<file path="src/hdl/hrnt_pkg.sv">
// shared types and constants for the harris response and corner suppression block
`default_nettype none
package hrnt_pkg;

    // widest column and ring slot indexes over the parameter range
    localparam int COL_MAX_W  = 12;
    localparam int SLOT_MAX_W = 4;

    // register indexes of the configuration port
    localparam logic [2:0] CFG_ALPHA     = 3'd0;
    localparam logic [2:0] CFG_THRESHOLD = 3'd1;
    localparam logic [2:0] CFG_WIDTH     = 3'd2;
    localparam logic [2:0] CFG_HEIGHT    = 3'd3;
    localparam logic [2:0] CFG_RADIUS    = 3'd4;

    // effective configuration after clamping
    typedef struct packed {
        logic        [15:0] alpha;
        logic signed [35:0] thr;
        logic        [12:0] w;
        logic        [11:0] h;
        logic        [1:0]  r;
    } t_cfg;

    // classification of one item: where it goes and which pixels it completes
    typedef struct packed {
        logic [COL_MAX_W-1:0]  x;
        logic [SLOT_MAX_W-1:0] yslot;
        logic                  any;
        logic [COL_MAX_W-1:0]  rx0;
        logic [COL_MAX_W-1:0]  rx1;
        logic [11:0]           ry0;
        logic [11:0]           ry1;
        logic [SLOT_MAX_W-1:0] ry0slot;
    } t_meta;

    // one queued job for the back end
    typedef struct packed {
        t_meta              meta;
        logic signed [35:0] resp;
    } t_job;

    // one result item
    typedef struct packed {
        logic [9:0]         col;
        logic [11:0]        row;
        logic signed [35:0] resp;
        logic               corner;
        logic               last;
    } t_res;

endpackage
`default_nettype wire

</file>
<file path="src/hdl/hrnt_queue.sv">
// short job queue between the front and back ends
`default_nettype none
module hrnt_queue (
    input  wire             i_clk,
    input  wire             i_rst_n,
    input  wire             i_push,
    input  hrnt_pkg::t_job  i_data,
    output logic            o_ready,
    input  wire             i_pop,
    output logic            o_valid,
    output hrnt_pkg::t_job  o_data
);
    import hrnt_pkg::*;

    localparam int DEPTH = 4;

    t_job       r_buf [DEPTH];
    logic [1:0] r_wp, r_rp;
    logic [2:0] r_cnt;

    assign o_ready = r_cnt != 3'(DEPTH);
    assign o_valid = r_cnt != 3'd0;
    assign o_data  = r_buf[r_rp];

    // storage
    always_ff @(posedge i_clk) begin
        if (i_push) begin
            r_buf[r_wp] <= i_data;
        end
    end

    // pointers and fill level
    always_ff @(posedge i_clk) begin
        if (!i_rst_n) begin
            r_wp  <= '0;
            r_rp  <= '0;
            r_cnt <= '0;
        end else begin
            if (i_push) r_wp <= r_wp + 1'b1;
            if (i_pop)  r_rp <= r_rp + 1'b1;
            r_cnt <= r_cnt + 3'(i_push) - 3'(i_pop);
        end
    end

endmodule
`default_nettype wire

</file>
<file path="config.mk">
export PLATFORM = sky130hd
export DESIGN_NAME = hrnt_queue
export DESIGN_NICKNAME = d
export VERILOG_FILES = /design/src/hdl/hrnt_pkg.sv /design/src/hdl/hrnt_queue.sv
export SDC_FILE = /design/constraint.sdc
export NUM_CORES = 1
export LEC_CHECK = 0
export BUFFER_PORTS_ARGS = -buffer_cell sky130_fd_sc_hd__buf_2
export CAP_MARGIN = 20
export CORE_UTILIZATION = 62
export CTS_BUF_LIST = sky130_fd_sc_hd__clkbuf_2
export DETAILED_ROUTE_END_ITERATION = 8
export PLACE_DENSITY_LB_ADDON = 0.1
export SETUP_SLACK_MARGIN = 0.02
export SLEW_MARGIN = 20
export SYNTH_ARGS = -nofsm -noshare
export SYNTH_HDL_FRONTEND = slang
export SYNTH_SLANG_ARGS = --single-unit
</file>
<file path="constraint.sdc">
create_clock -name i_clk -period 5.6 [get_ports i_clk]
set_input_delay 0.28 -clock i_clk [delete_from_list [all_inputs] [get_ports i_clk]]
set_output_delay 0.28 -clock i_clk [all_outputs]
set_load 0.005 [all_outputs]
</file>
==> flow_summary.json <==
{
  "htreeDepth": 3,
  "syn-cell-area_mm2": 0.0156,
  "overflow": 0,
  "power.total_mw": 6.28,
  "syn-num-nets": 708,
  "grt_max_degree": 67,
  "fin_crit_ps": 3360,
  "initial_core_util_pct": 63.6,
  "avgSynthCellArea_um2": 26.4,
  "die_w_um": 161,
  "yosysWarnings": 0,
  "io_buffers": 215,
  "setup.worst_path.class": "reg -> out",
  "vias": 7673,
  "die_h_um": 161,
  "cts.reportedPaths.clkPinSlew_ps": 110,
  "insertion_delay_ps": 890,
  "rows": 57,
  "grt_pass1_vias": 8723,
  "grt.total_usage_pct": 23.6,
  "synthToLayoutAreaGrowth_pct": 21.7,
  "rsz0062_at_grt": "no",
  "max_freq_mhz": 297,
  "fin_crit_sh_pct": 60.1,
  "maxCapViolations": 0,
  "synth_cell_types": 21,
  "finalNetCount": 1117,
  "finalSetupViolCount": 0,
  "ir_drop_v": 0.000229,
  "hpwlAfterDp_um": 16400,
  "antenna_found_initial": 3,
  "ys_seq_elements": 429,
  "wire_per_inst_um": 20.3,
  "worst_r2r_path_depth": 4,
  "drc": 0,
  "worstSetupStartpointType": "flip-flop",
  "synthCells": 592,
  "final_antenna_net_count": 0,
  "power.leakage_nw": 6.70,
  "grt_pass1_wl_um": 45500,
  "hold_depth": 2,
  "cts_root_buf": "clkbuf_2",
  "cts_num_sinks": 429,
  "core_mm2": 0.0245,
  "p_per_area_mw_per_mm2": 331,
  "endpoint_kind": "output pin",
  "post_cts_resized": 0,
  "drv_slew": 0,
  "status": "finished, final reports clean",
  "cp_data_required_time_ps": 5320,
  "io_pins": 216,
  "hold_class": "in -> reg",
  "dr.pass1.iters": 5,
  "relSlewSlack_pct": 34.0,
  "yosysSeqAreaShare_pct": 82.0,
  "cts.path.max_buffers": 3,
  "drt_iter0_markers": 485,
  "cts_buffers": 100,
  "viasPerCell": 5.43,
  "hold_viol": 0,
  "cts_tree": "done",
  "cts_post_setup_buffers_inserted": 0,
  "dieArea_mm2": 0.0258,
  "tightest_slew_ps": 990,
  "cp_max_fo": 66,
  "drt-total-wl_um": 28700,
  "worst_ep_arrival_time_ps": 3080,
  "finClkSkew_ps": 60.2,
  "layout-drive-gt1-share_pct": 45.7,
  "tns_ps": 0,
  "gp_congestion": 0.729
}
==> final timing paths <==
kind	start	end	slack, ps
max	flip-flop	o_data[100]	2240
min	i_data[92]	r_buf[0][92]	140
max reg2reg	r_wp[1]	r_buf[1][61]	3110
min reg2reg	r_rp[0]	flip-flop	540
==> flip-flops by register name, indices dropped and copies added (netlist names), named ones only <==
signal,count
r_wp,2
r_rp,2
r_buf,420
r_cnt,3
==> stage by stage <==
stage	setup WS (ps)	cells	instance area [um2]	hold slack, ps	utilization (%)
floorplan	2160	592	15600	379	-
global placement	3000	1113	17000	488	69.2
detailed placement	2990	1113	17000	497	69.2
CTS	2020	1409	19000	13.0	77.3
global route	1870	1413	19000	47.0	77.4
finish	2240	1413	19000	142	77.4
==> report_power, final <==
part | total, mW | switching, mW | leakage [nW] | internal (mW)
sequential | 3.76 | 0.0707 | 3.93 | 3.69
combinational | 0.646 | 0.293 | 2.05 | 0.353
clock | 1.88 | 1.13 | 0.713 | 0.748
==> final cells by class <==
| cell class | count | area (um2) |
|---|---|---|
| Antenna cell | 4 | 10.0 |
| Clock buffer | 159 | 796 |
| Clock inverter | 27 | 108 |
| Fill cell | 1398 | 5550 |
| Inverter | 6 | 22.5 |
| Multi-Input combinational cell | 133 | 2610 |
| Sequential cell | 429 | 12800 |
| Tap cell | 324 | 405 |
| Timing Repair Buffer | 331 | 2230 |
==> cells by family (layout without fill, tap and decap cells) <==
group	Yosys count	after routing	synth area share [%]
DFF	429	429	82.0
buffers and inverters	30	523	1.33
AOI/OAI and AO/OA	2	2	0.0962
muxes	106	106	15.2
other	0	4	0
and+or+nand+nor	15	15	0.481
xor gates and xnor gates	3	3	0.257
adders and majority gates	7	7	0.610
==> per-layer routing <==
| metal | share of wire [%] | global-route usage [%] | vias to the layer above |
|---|---|---|---|
| met5 | 0 | 0 | - |
| met4 | 2.0 | 9.44 | 0 |
| met3 | 6.9 | 6.95 | 48 |
| met2 | 53 | 39.5 | 278 |
| met1 | 38 | 29.2 | 3899 |
| li1 | - | - | 3448 |
==> cell usage in the layout (no fill, tap or decap), types with 2 or more instances in the layout <==
cell,n
xnor2_1,2
ha_1,6
dlygate4sd3_1,110
buf_2,215
clkbuf_2,159
dfxtp_4,2
edfxtp_1,420
and2_4,4
inv_2,2
diode_2,4
nor2_1,7
mux4_2,105
clkinv_1,23
dfxtp_1,7
buf_4,5
inv_1,6
==> cell usage after synthesis <==
| cell type | instances | area [um2] |
|---|---|---|
| nand2_1 | 1 | 3.75 |
| buf_8 | 5 | 75.1 |
| ha_1 | 6 | 75.1 |
| inv_1 | 6 | 22.5 |
| nand3b_1 | 1 | 7.51 |
| mux2i_1 | 1 | 10.0 |
| a21bo_2 | 1 | 10.0 |
| xnor3_1 | 1 | 22.5 |
| nor2_1 | 7 | 26.3 |
| buf_12 | 1 | 20.0 |
| fa_1 | 1 | 20.0 |
| mux4_2 | 105 | 2360 |
| and2_1 | 5 | 31.3 |
| xnor2_1 | 2 | 17.5 |
| clkbuf_1 | 5 | 18.8 |
| or3_1 | 1 | 6.26 |
| buf_6 | 1 | 11.3 |
| edfxtp_1 | 420 | 12600 |
| buf_2 | 12 | 60.1 |
| dfxtp_1 | 9 | 180 |
| a21oi_1 | 1 | 5.00 |
==> worst max-delay path: stages (launching register included) <==
cell	delay (ps)
dfxtp_4	1010
buf_4	630
mux4_2	420
buf_2	150
==> repair_timing <==
| item | in CTS | in global routing |
|---|---|---|
| endpoints found under the setup margin | 0 | 0 |
| hold endpoints to repair | 429 | 0 |
| hold buffers | 110 | 0 |
No activity file was read; power rests on OpenSTA's default activity.
