### config.mk
export PLATFORM = sky130hd
export DESIGN_NAME = hrnt_front
export DESIGN_NICKNAME = d
export VERILOG_FILES = /design/src/hdl/hrnt_pkg.sv /design/src/hdl/hrnt_front.sv
export SDC_FILE = /design/constraint.sdc
export NUM_CORES = 2
export LEC_CHECK = 0
export BUFFER_PORTS_ARGS = -buffer_cell sky130_fd_sc_hd__buf_2
export CAP_MARGIN = 25
export CORE_MARGIN = 1
export CORE_UTILIZATION = 60
export CTS_BUF_LIST = sky130_fd_sc_hd__clkbuf_8
export DETAILED_ROUTE_END_ITERATION = 16
export MAX_ROUTING_LAYER = met4
export PLACE_DENSITY = 0.78
export SYNTH_ARGS = -nofsm -noshare
export SYNTH_HDL_FRONTEND = slang
export SYNTH_SLANG_ARGS = --single-unit
### constraint.sdc
create_clock -name i_clk -period 25.5 [get_ports i_clk]
set_clock_uncertainty 0.1 [all_clocks]
set_input_delay 0 -clock i_clk [delete_from_list [all_inputs] [get_ports i_clk]]
set_output_delay 0 -clock i_clk [all_outputs]
set_load 0.005 [all_outputs]
### src/hdl/hrnt_pkg.sv
// shared types and constants for the harris response and corner suppression block
`default_nettype none
package hrnt_pkg;

    // widest column and ring slot indexes over the parameter range
    localparam int COL_MAX_W  = 12;
    localparam int SLOT_MAX_W = 4;

    // register indexes of the configuration port
    localparam logic [2:0] CFG_ALPHA     = 3'd0;
    localparam logic [2:0] CFG_THRESHOLD = 3'd1;
    localparam logic [2:0] CFG_WIDTH     = 3'd2;
    localparam logic [2:0] CFG_HEIGHT    = 3'd3;
    localparam logic [2:0] CFG_RADIUS    = 3'd4;

    // effective configuration after clamping
    typedef struct packed {
        logic        [15:0] alpha;
        logic signed [35:0] thr;
        logic        [12:0] w;
        logic        [11:0] h;
        logic        [1:0]  r;
    } t_cfg;

    // classification of one item: where it goes and which pixels it completes
    typedef struct packed {
        logic [COL_MAX_W-1:0]  x;
        logic [SLOT_MAX_W-1:0] yslot;
        logic                  any;
        logic [COL_MAX_W-1:0]  rx0;
        logic [COL_MAX_W-1:0]  rx1;
        logic [11:0]           ry0;
        logic [11:0]           ry1;
        logic [SLOT_MAX_W-1:0] ry0slot;
    } t_meta;

    // one queued job for the back end
    typedef struct packed {
        t_meta              meta;
        logic signed [35:0] resp;
    } t_job;

    // one result item
    typedef struct packed {
        logic [9:0]         col;
        logic [11:0]        row;
        logic signed [35:0] resp;
        logic               corner;
        logic               last;
    } t_res;

endpackage
`default_nettype wire

### src/hdl/hrnt_front.sv
// front end: pixel counters, emission ranges and pipelined response arithmetic
`default_nettype none
module hrnt_front #(
    parameter int MAX_RADIUS = 3
) (
    input  wire                 i_clk,
    input  wire                 i_rst_n,
    input  hrnt_pkg::t_cfg      i_cfg,
    input  wire                 i_in_valid,
    output logic                o_in_stall,
    input  wire  [15:0]         i_sxx,
    input  wire  [15:0]         i_syy,
    input  wire  signed [15:0]  i_sxy,
    output logic                o_push,
    output hrnt_pkg::t_job      o_job,
    input  wire                 i_push_ready
);
    import hrnt_pkg::*;

    localparam int RR = 2 * MAX_RADIUS + 1;

    logic [COL_MAX_W-1:0]  r_col, n_col;
    logic [11:0]           r_row, n_row;
    logic [SLOT_MAX_W-1:0] r_slot, n_slot;

    logic r_s1_v, r_s2_v, r_s3_v;
    logic                en, accept;
    logic [15:0]         r_a, r_d;
    logic signed [15:0]  r_b;
    t_meta               r_m1, r_m2, r_m3, n_meta;
    logic [31:0]         r_ad;
    logic [30:0]         r_bb;
    logic signed [31:0]  bb_full;
    logic [33:0]         r_tt;
    logic signed [33:0]  r_base;
    logic [32:0]         r_plo, r_phi;
    logic [50:0]         sum;
    logic signed [36:0]  resp;

    logic [COL_MAX_W-1:0]  x;
    logic [11:0]           y;
    logic [SLOT_MAX_W-1:0] ys;
    logic [12:0]           x1;
    logic [12:0]           y1;
    logic [11:0]           rdiff;
    logic [SLOT_MAX_W:0]   sdiff;

    assign en         = !r_s3_v || i_push_ready;
    assign o_in_stall = !en;
    assign accept     = i_in_valid && en;
    assign o_push     = r_s3_v && i_push_ready;

    // position of this item, frame restart when counters fall outside
    always_comb begin
        if ({1'b0, r_col} >= i_cfg.w || r_row >= i_cfg.h) begin
            x  = '0;
            y  = '0;
            ys = '0;
        end else begin
            x  = r_col;
            y  = r_row;
            ys = r_slot;
        end
        x1     = {1'b0, x} + 13'd1;
        y1     = {1'b0, y} + 13'd1;
        n_col  = x1[COL_MAX_W-1:0];
        n_row  = y;
        n_slot = ys;
        if (x1 >= i_cfg.w) begin
            n_col  = '0;
            n_row  = y1[11:0];
            n_slot = (32'(ys) == RR - 1) ? '0 : ys + 1'b1;
            if (y1 >= {1'b0, i_cfg.h}) begin
                n_row  = '0;
                n_slot = '0;
            end
        end
    end

    // pixels completed by this item
    always_comb begin
        n_meta       = '0;
        n_meta.x     = x;
        n_meta.yslot = ys;
        n_meta.any   = 1'b1;
        if (y1 == {1'b0, i_cfg.h}) begin
            n_meta.ry0 = (y >= 12'(i_cfg.r)) ? y - 12'(i_cfg.r) : '0;
            n_meta.ry1 = y;
        end else if (y >= 12'(i_cfg.r)) begin
            n_meta.ry0 = y - 12'(i_cfg.r);
            n_meta.ry1 = y - 12'(i_cfg.r);
        end else begin
            n_meta.any = 1'b0;
        end
        if (x1 == i_cfg.w) begin
            n_meta.rx0 = (x >= COL_MAX_W'(i_cfg.r)) ? x - COL_MAX_W'(i_cfg.r) : '0;
            n_meta.rx1 = x;
        end else if (x >= COL_MAX_W'(i_cfg.r)) begin
            n_meta.rx0 = x - COL_MAX_W'(i_cfg.r);
            n_meta.rx1 = x - COL_MAX_W'(i_cfg.r);
        end else begin
            n_meta.any = 1'b0;
        end
        // ring slot of the first completed row
        rdiff = y - n_meta.ry0;
        sdiff = {1'b0, ys} - (SLOT_MAX_W + 1)'(rdiff);
        if (sdiff[SLOT_MAX_W]) begin
            sdiff = sdiff + (SLOT_MAX_W + 1)'(RR);
        end
        n_meta.ry0slot = sdiff[SLOT_MAX_W-1:0];
    end

    // counters
    always_ff @(posedge i_clk) begin
        if (!i_rst_n) begin
            r_col  <= '0;
            r_row  <= '0;
            r_slot <= '0;
        end else if (accept) begin
            r_col  <= n_col;
            r_row  <= n_row;
            r_slot <= n_slot;
        end
    end

    // pipeline valid bits
    always_ff @(posedge i_clk) begin
        if (!i_rst_n) begin
            r_s1_v <= 1'b0;
            r_s2_v <= 1'b0;
            r_s3_v <= 1'b0;
        end else if (en) begin
            r_s1_v <= accept;
            r_s2_v <= r_s1_v;
            r_s3_v <= r_s2_v;
        end
    end

    // full width square of the cross term
    assign bb_full = r_b * r_b;

    // products: determinant parts, then alpha times trace squared in two halves
    always_ff @(posedge i_clk) begin
        if (en) begin
            r_a    <= i_sxx;
            r_d    <= i_syy;
            r_b    <= i_sxy;
            r_m1   <= n_meta;
            r_ad   <= r_a * r_d;
            r_bb   <= bb_full[30:0];
            r_tt   <= ({17'd0, r_a} + {17'd0, r_d}) * ({17'd0, r_a} + {17'd0, r_d});
            r_m2   <= r_m1;
            r_base <= $signed({2'b00, r_ad}) - $signed({3'b000, r_bb});
            r_plo  <= i_cfg.alpha * r_tt[16:0];
            r_phi  <= i_cfg.alpha * r_tt[33:17];
            r_m3   <= r_m2;
        end
    end

    // rounded trace term and final response
    assign sum  = {1'b0, r_phi, 17'd0} + {18'd0, r_plo} + 51'd32768;
    assign resp = 37'(r_base) - $signed({2'b00, sum[50:16]});

    assign o_job.meta = r_m3;
    assign o_job.resp = resp[35:0];

endmodule
`default_nettype wire

==> impl_metrics.yaml <==
grt:
  total_routing_usage_gr_pct: 29.9
  grt_pass1_vias: 48500
  grt_start_max_net_pins: 180
  grt_pass1_wl_mm: 247
  grt_antenna_before_repair: 2
  global_route.overflow_total: 0
timing:
  finalMaxSlewViolations: 0
  final_number_of_setup_violating_endpoints: 0
  final.setup.tns_ns: 0
  timing.final.ws_setup_ns: 15.12
  final.min_clock_period_ns: 10.38
  timing.fmax_mhz: 96.4
  relative_slew_slack_pct: 25.9
  grt_setup_unrepaired: "false"
  timing_worst_slew_pin_value_ns: 1.11
  finalHoldViolCount: 0
  fin_crit_sh_pct: 40.7
logic_synthesis:
  postSynth.topFlopCell: "edfxtp_1"
  mappedNetlistArea_um2: 63900
  synth_top_cells_by_area: "fa_1 (32%), edfxtp_1 (20%), ha_1 (13%)"
  synth.most_common_cell: "inv_1"
  post-synth-top-area-fraction_pct: 32.2
  synth.avg_cell_area_um2: 9.86
  yosysUniqueCellTypes: 75
  synthArstFlopShare_pct: 0
  netlist_top_cells_count: "inv_1 (1,400), fa_1 (1,028), nand2_1 (774), ha_1 (670), edfxtp_1 (434)"
  synth-seq-area-share_pct: 21.4
  synth.yosys.warnings: 0
  synth_enable_flop_cells: 434
  postSynthCellCount: 6481
  synth_largest_area_cell: "fa_1"
  number_of_register_bits_inferred_by_synthesis: 465
detailed_routing:
  drc: 20
  via_count: 45800
  antenna_violating_nets_post_route: 0
  firstDrtPassIters: 12
  wirelength_mm: 151
  post_drt_wl_per_cell_um: 18.5
  drtIter0Drc: 3177
  routed_via_density: 5.60
setup_path:
  path_max_fanout: 16
  worst_setup_path_start_kind: "flop"
  max_stage_delay_ns: 0.68
  r2r_slack_ns: 15.12
  ws_path_type: "flop to flop"
  critical-path-slowest-cell: "edfxtp_1"
  cp_common_cell: "fa_1"
  r2r_cells: 32
  required_ns: 25.88
  worst_setup_path_end_kind: "flop"
  critical_path.reg2reg.startpoint: "r_d[0]$_DFFE_PN_"
  crit_arrival_ns: 10.76
  reg2reg_to: "r_tt[31]$_DFFE_PN_"
place:
  gpl.final_weighted_congestion: 0.924
  port_bufs: 201
  dp_hpwl_mm: 117
  dp_worst_setup_slack_ns: 15.23
status:
  failed_checks: "design-rule violations"
  status: "finished with violations"
floorplanning:
  floorplan.rows: 119
  die_y_um: 328
  die_width_um: 328
  design.portCount: 238
  core_region_area_um2: 105000
  start_util_pct: 60.6
  design.die.area_um2: 108000
cells_and_area:
  final_net_count: 8556
  flow.area_growth_from_synthesis_pct: 7.97
  drive_gt1_share_pct: 5.95
  utilization_pct: 65.4
  fillers: 8103
worst_hold_path:
  hold_path_startpoint: "i_cfg[10]"
  timing.hold.worst_path_depth: 8
  hold_crit_path_type: "input port to flop"
  hold_path_end: "r_row[8]$_SDFFE_PN0P_"
clocking:
  cts_root_buffer: "clkbuf_8"
  postCtsResizedCells: 0
  cts_setup_buffers: 0
  clkSinkCount: 465
  htreeDepth: 3
  cts_tree: "yes"
  cts_made_buffers: 77
  insertion_delay_ns: 0.73
  clk_path_buf_depth: 3
  clk_pin_slew_worst_paths_ns: 0.07
job:
  maxCapViolCount: 0
-- worst max-delay path, delay by kind of cell, from the launching register on --
family          cells  cell delay (ns)
compound gates     12             3.22
xor+xnor            2             0.77
fa+ha+maj           9             4.13
buf+inv             4             0.67
flops               1             0.68
simple gates        5             0.57
-- final cells by class --
class / instances / area, µm² / share of cell area (%)
clock inverter: 62 / 459 / 0.666
sequential: 465 / 13700 / 19.8
multi-input combinational: 4421 / 44300 / 64.2
tap: 1391 / 1740 / 2.52
timing repair buffer: 359 / 2490 / 3.61
antenna: 2 / 5.00 / 0.00726
clock buffer: 81 / 1110 / 1.62
inverter: 1403 / 5270 / 7.63
-- through the flow --
stage / instance area, µm² / instances / hold WS [ns]
2_1_floorplan: 63900 / 6484 / -0.00113
5_1_grt: 69000 / 8184 / 0.0617
3_3_place_gp: 66300 / 7933 / 0.0761
6_report: 69000 / 8184 / 0.0774
3_5_place_dp: 66300 / 7933 / 0.0781
4_1_cts: 68900 / 8180 / 0.0287
-- metal layers --
layer | up-vias | global-route usage, % | wire [µm]
li1 | 20900 | - | -
met4 | 0 | 11.8 | 6260
met1 | 22800 | 37.6 | 60200
met3 | 371 | 4.67 | 11800
met2 | 1794 | 48.7 | 73000
met5 | - | - | 0
-- worst max path at each step --
stage | startpoint | end | slack [ns]
3_5_place_dp | r_a[0]$_DFFE_PN_ | r_tt[31]$_DFFE_PN_ | 15.23
5_1_grt | r_a[0]$_DFFE_PN_ | r_tt[33]$_DFFE_PN_ | 14.60
2_1_floorplan | i_push_ready | r_row[3]$_SDFFE_PN0P_ | 11.40
3_3_place_gp | r_a[0]$_DFFE_PN_ | r_tt[31]$_DFFE_PN_ | 15.33
4_1_cts | r_a[0]$_DFFE_PN_ | r_tt[31]$_DFFE_PN_ | 15.21
6_report | r_d[0]$_DFFE_PN_ | r_tt[31]$_DFFE_PN_ | 15.12
-- flip-flops by register name, indices dropped and copies added, names as in the netlist --
register	flops
r_b	16
r_s2_v	1
r_bb	30
r_s1_v	1
r_phi	33
r_a	16
r_d	16
r_m1	69
r_tt	33
r_base	33
r_m2	69
r_slot	4
r_row	12
r_s3_v	1
o_job	69
r_plo	18
r_ad	32
r_col	12
-- logic make-up (layout without fill, tap and decap cells) --
logic type               after synthesis  after routing  share of synthesized area [%]
AO/OA/AOI/OAI                        714            714                           7.23
XOR/XNOR                             282            282                           3.88
adder cells (fa/ha/maj)             1698           1698                           45.3
buffers and inverters               1598           1905                           9.40
flip-flops                           465            465                           21.4
multiplexers                           6              6                         0.0999
other                                  2              7                         0.0118
AND/OR/NAND/NOR                     1716           1716                           12.7
-- cell usage in the layout, fill, tap and decap left out, types with 15 or more instances in the layout --
cell,netlist,layout
nand3_1,64,64
ha_1,670,670
or3_1,17,17
a211oi_1,20,20
o21a_1,36,36
edfxtp_1,434,434
o21bai_1,23,23
dlygate4sd3_1,0,104
nor2_1,242,242
nor3_1,44,44
buf_4,0,51
clkinv_2,0,16
nand4_1,19,19
dfxtp_1,31,31
fa_1,1028,1028
xor2_1,101,101
and2_1,378,377
a22oi_1,18,18
xnor2_1,180,179
and3_1,45,45
clkinv_1,2,16
o211ai_1,16,16
a21oi_1,220,220
nand2_1,774,774
o31ai_1,15,15
o21ai_0,141,141
nand2b_1,41,40
buf_2,8,201
inv_1,1400,1413
a21o_1,90,90
nor2b_1,51,51
clkbuf_8,0,81
-- repair_timing --
item                                    CTS  global route
hold buffers                            104             0
endpoints found under the hold margin   120             0
endpoints found under the setup margin    0             0
Power is left out: the tool's default activity adds up to more than one toggle a clock period on the data nets, which glitch-free logic cannot reach.
